**src/rtl/iir_filter_transposed_df2_defines.svh**
```systemverilog
// assertion macros shared by the filter rtl
`ifndef IIR_FILTER_TRANSPOSED_DF2_DEFINES_SVH
`define IIR_FILTER_TRANSPOSED_DF2_DEFINES_SVH

`ifndef ASSERT_OFF
`define IIR_ASSERT(lbl, clk, rst, prop) \
   lbl: assert property (@(posedge clk) disable iff (rst) (prop)) \
      else $error("iir filter assertion failed");
`define IIR_ASSERT_NEXT(lbl, clk, rst, ante, cons) \
   lbl: assert property (@(posedge clk) disable iff (rst) (ante) |=> (cons)) \
      else $error("iir filter assertion failed");
`else
`define IIR_ASSERT(lbl, clk, rst, prop)
`define IIR_ASSERT_NEXT(lbl, clk, rst, ante, cons)
`endif

`endif

```
**src/rtl/iir_tdf2_pkg.sv**
```systemverilog
package iir_tdf2_pkg;

   localparam int SAMPLE_BITS    = 16;
   localparam int COEF_BITS      = 18;
   localparam int COEF_FRAC_BITS = 14;
   localparam int DELAY_BITS     = 48;
   localparam int PROD_BITS      = COEF_BITS + SAMPLE_BITS;
   localparam int ACC_BITS       = DELAY_BITS + 2;
   localparam int TAP_IDX_BITS   = 2;
   localparam int CSR_INDEX_BITS = 3;

   localparam logic OP_FILTER  = 1'b0;
   localparam logic OP_PRELOAD = 1'b1;

   localparam logic signed [COEF_BITS-1:0] COEF_ONE = COEF_BITS'(1) << COEF_FRAC_BITS;

   typedef enum logic [CSR_INDEX_BITS-1:0] {
      CSR_COEF_B0 = 3'd0,
      CSR_COEF_B1 = 3'd1,
      CSR_COEF_B2 = 3'd2,
      CSR_COEF_A1 = 3'd3,
      CSR_COEF_A2 = 3'd4
   } csr_reg_type;

   typedef enum logic [2:0] {
      ST_IDLE,
      ST_MUL,
      ST_ACC,
      ST_ADD,
      ST_SUB
   } ctrl_state_type;

   typedef struct packed {
      logic                          op;
      logic [TAP_IDX_BITS-1:0]       slot;
      logic signed [SAMPLE_BITS-1:0] sample_in;
      logic signed [DELAY_BITS-1:0]  preload_value;
   } req_type;

   typedef struct packed {
      logic signed [SAMPLE_BITS-1:0] sample_out;
      logic                          clipped;
   } rsp_type;

   typedef struct packed {
      logic                    load;
      logic                    mul_en;
      logic                    mul_fb;
      logic [TAP_IDX_BITS-1:0] coef_idx;
      logic                    push;
      logic                    acc_load;
      logic                    tap_write;
      logic [TAP_IDX_BITS-1:0] tap_idx;
   } dp_cmd_type;

   typedef struct packed {
      logic out_busy;
   } dp_status_type;

endpackage

```
**src/rtl/iir_tdf2_ctrl.sv**
```systemverilog
`include "iir_filter_transposed_df2_defines.svh"

module iir_tdf2_ctrl #(
   parameter int TAPS = 3
) (
   input  logic                        clock,
   input  logic                        reset,
   input  logic                        req_valid,
   input  logic                        req_op,
   output logic                        req_stall,
   input  iir_tdf2_pkg::dp_status_type status,
   output iir_tdf2_pkg::dp_cmd_type    cmd
);
   import iir_tdf2_pkg::*;

   localparam logic [TAP_IDX_BITS-1:0] LastTap = TAP_IDX_BITS'(TAPS - 2);

   ctrl_state_type          state_ff, state_in;
   logic [TAP_IDX_BITS-1:0] tap_ff, tap_in;

   always_ff @(posedge clock) begin
      if (reset) begin
         state_ff <= ST_IDLE;
         tap_ff   <= '0;
      end else begin
         state_ff <= state_in;
         tap_ff   <= tap_in;
      end
   end

   always_comb begin
      state_in  = state_ff;
      tap_in    = tap_ff;
      cmd       = '0;
      req_stall = 1'b1;
      unique case (state_ff)
         ST_IDLE: begin
            req_stall = 1'b0;
            if (req_valid) begin
               cmd.load = 1'b1;
               if (req_op == OP_FILTER) begin
                  state_in = ST_MUL;
               end
            end
         end
         ST_MUL: begin
            cmd.mul_en   = 1'b1;
            cmd.coef_idx = '0;
            state_in     = ST_ACC;
         end
         ST_ACC: begin
            if (!status.out_busy) begin
               cmd.push     = 1'b1;
               cmd.mul_en   = 1'b1;
               cmd.coef_idx = TAP_IDX_BITS'(1);
               tap_in       = '0;
               state_in     = ST_ADD;
            end
         end
         ST_ADD: begin
            // carry plus feedforward term, feedback product in flight
            cmd.acc_load = 1'b1;
            cmd.tap_idx  = tap_ff;
            cmd.mul_en   = 1'b1;
            cmd.mul_fb   = 1'b1;
            cmd.coef_idx = tap_ff + TAP_IDX_BITS'(1);
            state_in     = ST_SUB;
         end
         ST_SUB: begin
            cmd.tap_write = 1'b1;
            cmd.tap_idx   = tap_ff;
            cmd.mul_en    = 1'b1;
            cmd.coef_idx  = tap_ff + TAP_IDX_BITS'(2);
            if (tap_ff == LastTap) begin
               state_in = ST_IDLE;
            end else begin
               tap_in   = tap_ff + TAP_IDX_BITS'(1);
               state_in = ST_ADD;
            end
         end
         default: begin
            state_in = ST_IDLE;
         end
      endcase
   end

   `IIR_ASSERT(a_tap_range, clock, reset, (state_ff == ST_ADD || state_ff == ST_SUB) |-> tap_ff <= LastTap)
   `IIR_ASSERT_NEXT(a_push_starts_taps, clock, reset, cmd.push, state_ff == ST_ADD && tap_ff == '0)
   `IIR_ASSERT_NEXT(a_sample_starts, clock, reset, state_ff == ST_IDLE && req_valid && req_op == OP_FILTER, state_ff == ST_MUL)

endmodule

```
**src/rtl/iir_tdf2_dp.sv**
```systemverilog
`include "iir_filter_transposed_df2_defines.svh"

module iir_tdf2_dp #(
   parameter int TAPS = 3
) (
   input  logic                                      clock,
   input  logic                                      reset,
   input  logic                                      csr_wr_en,
   input  logic [iir_tdf2_pkg::CSR_INDEX_BITS-1:0]   csr_index,
   input  logic [iir_tdf2_pkg::COEF_BITS-1:0]        csr_wdata,
   input  iir_tdf2_pkg::req_type                     req_data,
   input  iir_tdf2_pkg::dp_cmd_type                  cmd,
   output iir_tdf2_pkg::dp_status_type               status,
   output logic                                      rsp_valid,
   input  logic                                      rsp_stall,
   output iir_tdf2_pkg::rsp_type                     rsp_data
);
   import iir_tdf2_pkg::*;

   localparam int NumDelay = TAPS - 1;
   localparam int YWidth   = ACC_BITS - COEF_FRAC_BITS;
   localparam logic signed [ACC_BITS-1:0] RoundInc = ACC_BITS'(1) << (COEF_FRAC_BITS - 1);
   localparam logic signed [SAMPLE_BITS-1:0] SatMax = {1'b0, {(SAMPLE_BITS-1){1'b1}}};
   localparam logic signed [SAMPLE_BITS-1:0] SatMin = {1'b1, {(SAMPLE_BITS-1){1'b0}}};
   localparam logic signed [DELAY_BITS-1:0]  DelayMax = {1'b0, {(DELAY_BITS-1){1'b1}}};
   localparam logic signed [DELAY_BITS-1:0]  DelayMin = {1'b1, {(DELAY_BITS-1){1'b0}}};

   logic signed [COEF_BITS-1:0]   coef_b0_ff, coef_b1_ff, coef_b2_ff, coef_a1_ff, coef_a2_ff;
   logic signed [COEF_BITS-1:0]   coef_sel;
   logic signed [SAMPLE_BITS-1:0] x_ff, y_ff, mul_opnd, y_next;
   logic signed [PROD_BITS-1:0]   prod_ff, prod_in;
   logic signed [ACC_BITS-1:0]    acc_ff, round_sum, diff;
   logic signed [YWidth-1:0]      y_wide;
   logic [YWidth-SAMPLE_BITS:0]   y_hi;
   logic                          y_clip;
   logic [ACC_BITS-DELAY_BITS:0]  d_hi;
   logic signed [DELAY_BITS-1:0]  carry, z_next;
   logic signed [DELAY_BITS-1:0]  z_ff [NumDelay];
   logic                          rsp_valid_ff;
   rsp_type                       rsp_data_ff;

   always_ff @(posedge clock) begin
      if (reset) begin
         coef_b0_ff <= COEF_ONE;
         coef_b1_ff <= '0;
         coef_b2_ff <= '0;
         coef_a1_ff <= '0;
         coef_a2_ff <= '0;
      end else if (csr_wr_en) begin
         unique case (csr_reg_type'(csr_index))
            CSR_COEF_B0: coef_b0_ff <= $signed(csr_wdata);
            CSR_COEF_B1: coef_b1_ff <= $signed(csr_wdata);
            CSR_COEF_B2: coef_b2_ff <= $signed(csr_wdata);
            CSR_COEF_A1: coef_a1_ff <= $signed(csr_wdata);
            CSR_COEF_A2: coef_a2_ff <= $signed(csr_wdata);
            default: ;
         endcase
      end
   end

   // coefficients past the programmable ones read as zero
   always_comb begin
      coef_sel = '0;
      if (cmd.mul_fb) begin
         case (cmd.coef_idx)
            2'd1:    coef_sel = coef_a1_ff;
            2'd2:    coef_sel = coef_a2_ff;
            default: coef_sel = '0;
         endcase
      end else begin
         case (cmd.coef_idx)
            2'd0:    coef_sel = coef_b0_ff;
            2'd1:    coef_sel = coef_b1_ff;
            2'd2:    coef_sel = coef_b2_ff;
            default: coef_sel = '0;
         endcase
      end
   end

   assign mul_opnd = cmd.mul_fb ? y_ff : x_ff;
   assign prod_in  = coef_sel * mul_opnd;

   // output rounding and saturation
   assign round_sum = ACC_BITS'(prod_ff) + ACC_BITS'(z_ff[0]) + RoundInc;
   assign y_wide    = round_sum[ACC_BITS-1:COEF_FRAC_BITS];
   assign y_hi      = y_wide[YWidth-1:SAMPLE_BITS-1];
   assign y_clip    = !((&y_hi) || !(|y_hi));
   assign y_next    = y_clip ? (y_wide[YWidth-1] ? SatMin : SatMax) : y_wide[SAMPLE_BITS-1:0];

   always_comb begin
      carry = '0;
      for (int i = 1; i < NumDelay; i++) begin
         if (TAP_IDX_BITS'(i) == cmd.tap_idx + TAP_IDX_BITS'(1)) begin
            carry = z_ff[i];
         end
      end
   end

   // delay word update with saturation
   assign diff   = acc_ff - ACC_BITS'(prod_ff);
   assign d_hi   = diff[ACC_BITS-1:DELAY_BITS-1];
   assign z_next = ((&d_hi) || !(|d_hi)) ? diff[DELAY_BITS-1:0] :
                   (diff[ACC_BITS-1] ? DelayMin : DelayMax);

   always_ff @(posedge clock) begin
      if (cmd.load) begin
         x_ff <= req_data.sample_in;
      end
      if (cmd.mul_en) begin
         prod_ff <= prod_in;
      end
      if (cmd.acc_load) begin
         acc_ff <= ACC_BITS'(carry) + ACC_BITS'(prod_ff);
      end
      if (cmd.push) begin
         y_ff                   <= y_next;
         rsp_data_ff.sample_out <= y_next;
         rsp_data_ff.clipped    <= y_clip;
      end
   end

   always_ff @(posedge clock) begin
      for (int i = 0; i < NumDelay; i++) begin
         if (reset) begin
            z_ff[i] <= '0;
         end else if (cmd.load && req_data.op == OP_PRELOAD &&
                      req_data.slot == TAP_IDX_BITS'(i)) begin
            z_ff[i] <= req_data.preload_value;
         end else if (cmd.tap_write && cmd.tap_idx == TAP_IDX_BITS'(i)) begin
            z_ff[i] <= z_next;
         end
      end
   end

   always_ff @(posedge clock) begin
      if (reset) begin
         rsp_valid_ff <= 1'b0;
      end else if (cmd.push) begin
         rsp_valid_ff <= 1'b1;
      end else if (!rsp_stall) begin
         rsp_valid_ff <= 1'b0;
      end
   end

   assign status.out_busy = rsp_valid_ff && rsp_stall;
   assign rsp_valid       = rsp_valid_ff;
   assign rsp_data        = rsp_data_ff;

   `IIR_ASSERT(a_push_when_free, clock, reset, cmd.push |-> !(rsp_valid_ff && rsp_stall))
   `IIR_ASSERT_NEXT(a_push_feedback, clock, reset, cmd.push, rsp_valid_ff && y_ff == rsp_data_ff.sample_out)
   `IIR_ASSERT(a_clip_saturates, clock, reset, (rsp_valid_ff && rsp_data_ff.clipped) |-> (rsp_data_ff.sample_out == SatMax || rsp_data_ff.sample_out == SatMin))

endmodule

```
**src/rtl/iir_filter_transposed_df2.sv**
```systemverilog
// a sample request's response is registered in the accumulate state, which follows the multiply
// state and waits while the previous response is stalled; an add and a subtract state per delay
// word follow on the single shared 18x16 multiplier, and no new request is taken until idle again
// a preload request writes the delay word named by its slot and gives no result
// reset (synchronous): delay words cleared, b0 = 1.0, other coefficients zero, no result pending
module iir_filter_transposed_df2 #(
   parameter int TAPS = 3
) (
   input  logic                                    clock,
   input  logic                                    reset,
   input  logic                                    csr_wr_en,
   input  logic [iir_tdf2_pkg::CSR_INDEX_BITS-1:0] csr_index,
   input  logic [iir_tdf2_pkg::COEF_BITS-1:0]      csr_wdata,
   input  logic                                    req_valid,
   output logic                                    req_stall,
   input  iir_tdf2_pkg::req_type                   req_data,
   output logic                                    rsp_valid,
   input  logic                                    rsp_stall,
   output iir_tdf2_pkg::rsp_type                   rsp_data
);
   import iir_tdf2_pkg::*;

   dp_cmd_type    cmd;
   dp_status_type status;

   iir_tdf2_ctrl #(
      .TAPS(TAPS)
   ) u_ctrl (
      .clock     (clock),
      .reset     (reset),
      .req_valid (req_valid),
      .req_op    (req_data.op),
      .req_stall (req_stall),
      .status    (status),
      .cmd       (cmd)
   );

   iir_tdf2_dp #(
      .TAPS(TAPS)
   ) u_dp (
      .clock     (clock),
      .reset     (reset),
      .csr_wr_en (csr_wr_en),
      .csr_index (csr_index),
      .csr_wdata (csr_wdata),
      .req_data  (req_data),
      .cmd       (cmd),
      .status    (status),
      .rsp_valid (rsp_valid),
      .rsp_stall (rsp_stall),
      .rsp_data  (rsp_data)
   );

endmodule
```
**config.mk**
```make
export PLATFORM = sky130hd
export DESIGN_NAME = iir_filter_transposed_df2
export DESIGN_NICKNAME = d
export VERILOG_FILES = /design/src/rtl/iir_tdf2_pkg.sv /design/src/rtl/iir_tdf2_ctrl.sv /design/src/rtl/iir_tdf2_dp.sv /design/src/rtl/iir_filter_transposed_df2.sv
export VERILOG_INCLUDE_DIRS = /design/src /design/src/rtl
export SDC_FILE = /design/constraint.sdc
export NUM_CORES = 2
export LEC_CHECK = 0
export BUFFER_PORTS_ARGS = -buffer_cell sky130_fd_sc_hd__buf_2
export CORE_AREA = 2 2 264 266
export CTS_CLUSTER_DIAMETER = 80
export CTS_CLUSTER_SIZE = 14
export DETAILED_ROUTE_END_ITERATION = 8
export DIE_AREA = 0 0 266 268
export HOLD_SLACK_MARGIN = 0.02
export PLACE_DENSITY_LB_ADDON = 0.2
export SLEW_MARGIN = 10
export SYNTH_ARGS = -nofsm -noshare
export SYNTH_HDL_FRONTEND = slang
export SYNTH_SLANG_ARGS = --single-unit
export TNS_END_PERCENT = 30
```
**constraint.sdc**
```tcl
create_clock -name clock -period 14.9 [get_ports clock]
set_clock_uncertainty 0.05 [all_clocks]
set_input_delay 1.49 -clock clock [delete_from_list [all_inputs] [get_ports clock]]
set_output_delay 1.49 -clock clock [all_outputs]
set_load 0.02 [all_outputs]
```
==> impl_results.md <==
- Status: complete, no violations
- EDFF count, synth: 212
- Clock root cell: clkbuf_16
- CP Launch Type: input port
- Commonest non-fill, non-tap cell in the layout: nand2_1
- CP dominant cell by count: fa_1
- Post-Syn Area per Cell: 8.86 sq um
- Clock Latency Late Sink: 610 ps
- Max Clk Rate: 101 MHz
- Max-cap viol count: 0
- Buf+Inv Stages, Crit Path: 5
- VDD IR-drop max: 0.115 mV
- Data arrival, critical path: 10210 ps
- Synth cell types: 103
- Critical Path RT: 15190 ps
- WL final: 89300 um
- # Post-CTS Setup Buffers: 0
- Post-synth ARST share: 0%
- Die ar.: 71300 sq um
- Initial antenna violation count: 2
- Global-route wire length before repair: 141000 um
- Least-Margin Pin Slew: 1180 ps
- Post-layout minimum cycle time: 9930 ps
- Placeable Area: 68200 sq um
- Final setup fails: 0
- RSZ-0062 raised after global routing: false
- Drt pass-1 iters: 7
- Destination of the worst hold path: u_dp.coef_b2_ff[10]
- Layout cell share with drive strength beyond 1: 7.45%
- Leakage: 14.8 nW
- DR vias/cell: 5.65
- Mapped Cells: 3597
- Port Buffers: 111
- Die Span Y: 268 um
- CTS buffer count: 29
- Final Hold Fails: 0
- Worst slew margin: 21.0%
- Wirelength per Cell: 19.7 um
- Synth warnings: 0
- Hold_buf cts: 0
- WS Path Type: in -> reg
- CP peak stage delay: 830 ps
- Clk pin slew, worst setup/hold paths: 60 ps
- Die X: 266 um
- Fin util: 49.9%
- CP max FO: 18
- Starting Density: 46.7%
- GRT Util Overall: 25.2%
- Slowest CP cell: ha_1
- FF-to-FF setup slack: 5390 ps
- Post_cts resized: 0
- Slew Viols, Final: 0
- Most frequent cells in the layout: nand2_1 (487), inv_1 (436), nor2_1 (309), fa_1 (292), a21oi_1 (264)
- Placed instance area: 33200 sq um
- Drt first-iter violations: 1876
- Post-DP HPWL: 71200 um
- Final Cell Area: 34100 sq um
- Clk buf depth: 3
- Reg area: 8290 sq um
- Sequential area share after synthesis: 26.0%
- Largest net degree at the start of global routing: 91
- H-tree depth: 1
- Area of the multi-input gates: 21400 sq um
- Final period utilization: 66.6%
- Hold depth: 2
- Filler cells: 6509
- CTS tree: yes
- # rows: 96
- GPL Wtd Cong: 0.963
- Hold Startpoint: u_dp.coef_b2_ff[10]
- Total number of vias: 25600
- Cell area after synthesis: 31900 sq um
- Hold WC Path Type: reg -> reg
- Top FF cell, synth: edfxtp_1
- Syn nets: 4218
- Layout area overhead: 6.94%
- Worst R2R End: u_dp.prod_ff[32]
- Grt total ovfl: 0
- Number of global-route vias before repair: 25100
- Crit path max-delay family: adder cells
- Register bit total from synthesis: 308
- Worst R2R Path Depth: 31
- Layout net count: 4257
- Reg2reg start: u_ctrl.state_ff[2]
- Pwr/cell area: 134 nW/um^2
- CP endpoint kind: flip-flop
- Ports: 112
- Residual DRC count: 0
- Clock sink count: 308
- TNS Setup: 0 ps
- Final ANT Viol Nets: 0
-- worst max path at each step --
stage | startpoint | end | slack (ps) | cells past startpoint
floorplan | rsp_stall | u_dp.prod_ff[32] | 4600 | 34
detailed placement | rsp_stall | u_dp.prod_ff[32] | 4430 | 33
CTS | rsp_stall | u_dp.prod_ff[32] | 5050 | 33
global route | rsp_stall | u_dp.prod_ff[33] | 4420 | 30
global placement | rsp_stall | u_dp.prod_ff[32] | 4630 | 33
finish | rsp_stall | u_dp.prod_ff[32] | 4970 | 33
-- cell families (layout without fill, tap and decap cells) --
| logic type | Yosys count | count (layout) | share of synthesized area [%] |
|---|---|---|---|
| fa+ha+maj | 528 | 528 | 27.6 |
| compound gates | 825 | 825 | 17.1 |
| flops | 308 | 308 | 26.0 |
| xor+xnor | 166 | 166 | 4.56 |
| mux | 34 | 34 | 1.12 |
| simple gates | 1168 | 1168 | 16.5 |
| other cells | 0 | 1 | 0 |
| buf+inv | 568 | 620 | 7.02 |
-- Yosys cell counts (all sizes together), types with 14 or more instances --
| cell type | number | area, sq um |
|---|---|---|
| a211oi | 18 | 153 |
| a21o | 82 | 622 |
| a21oi | 270 | 1360 |
| a221o | 18 | 181 |
| a222oi | 18 | 180 |
| a22oi | 21 | 158 |
| a31oi | 24 | 171 |
| and2 | 24 | 151 |
| and3 | 20 | 128 |
| buf | 17 | 92.6 |
| clkbuf | 111 | 448 |
| dfxtp | 96 | 1920 |
| edfxtp | 212 | 6370 |
| fa | 292 | 5850 |
| ha | 236 | 2950 |
| inv | 437 | 1640 |
| mux2 | 14 | 158 |
| mux2i | 20 | 200 |
| nand2 | 487 | 1830 |
| nand2b | 22 | 138 |
| nand3 | 76 | 395 |
| nand4 | 29 | 181 |
| nor2 | 312 | 1170 |
| nor2b | 74 | 463 |
| nor3 | 51 | 267 |
| nor4 | 17 | 106 |
| o211ai | 22 | 165 |
| o21a | 25 | 195 |
| o21ai | 157 | 805 |
| o21bai | 30 | 225 |
| o22a | 20 | 175 |
| o22ai | 22 | 138 |
| or2 | 16 | 100 |
| xnor2 | 118 | 1030 |
| xor2 | 48 | 420 |
-- layer usage --
layer,part of all wire [%],vias up,track usage (%)
met5,0,-,0
met4,3.4,0,8.32
met3,5.5,155,2.58
met2,46,764,41.5
met1,45,12300,34.9
li1,-,12400,-
-- sequential cells by signal (all words and copies together) (netlist names) --
signal,flops
u_ctrl.state_ff,3
u_ctrl.tap_ff,2
u_dp.acc_ff,49
u_dp.coef_a1_ff,18
u_dp.coef_a2_ff,18
u_dp.coef_b0_ff,18
u_dp.coef_b1_ff,18
u_dp.coef_b2_ff,18
u_dp.prod_ff,34
u_dp.rsp_data,17
u_dp.rsp_valid,1
u_dp.x_ff,16
u_dp.z_ff,96
-- final cells by class --
cell class                 instances  area share, %
tap                              882           3.24
timing repair buffer             139           2.26
sequential                       308           24.3
clock buffer                      34           2.19
clock inverter                    10          0.389
multi-input combinational       2721           62.8
antenna                            1        0.00735
inverter                         437           4.82
-- worst min-delay path, cell delays in order, from the launching register on --
cell and delay, ps:
dfxtp_1 310, nand2_1 50, a21oi_1 50
-- power breakdown --
part           internal [mW]  total, mW  switching [mW]
Sequential              1.06       1.14          0.0867
Combinational           1.01       2.68            1.67
Clock                  0.391      0.736           0.346
-- metrics by stage --
| stage | hold WS, ps | total power [mW] | cells | setup slack [ps] |
|---|---|---|---|---|
| floorplan | 386 | 3.14 | 3597 | 4600 |
| global placement | 391 | 3.79 | 4487 | 4630 |
| detailed placement | 396 | 3.80 | 4487 | 4430 |
| CTS | 405 | 4.56 | 4531 | 5050 |
| global route | 421 | 4.93 | 4531 | 4420 |
| finish | 405 | 4.56 | 4532 | 4970 |
No activity file was read; power rests on OpenSTA's default activity.
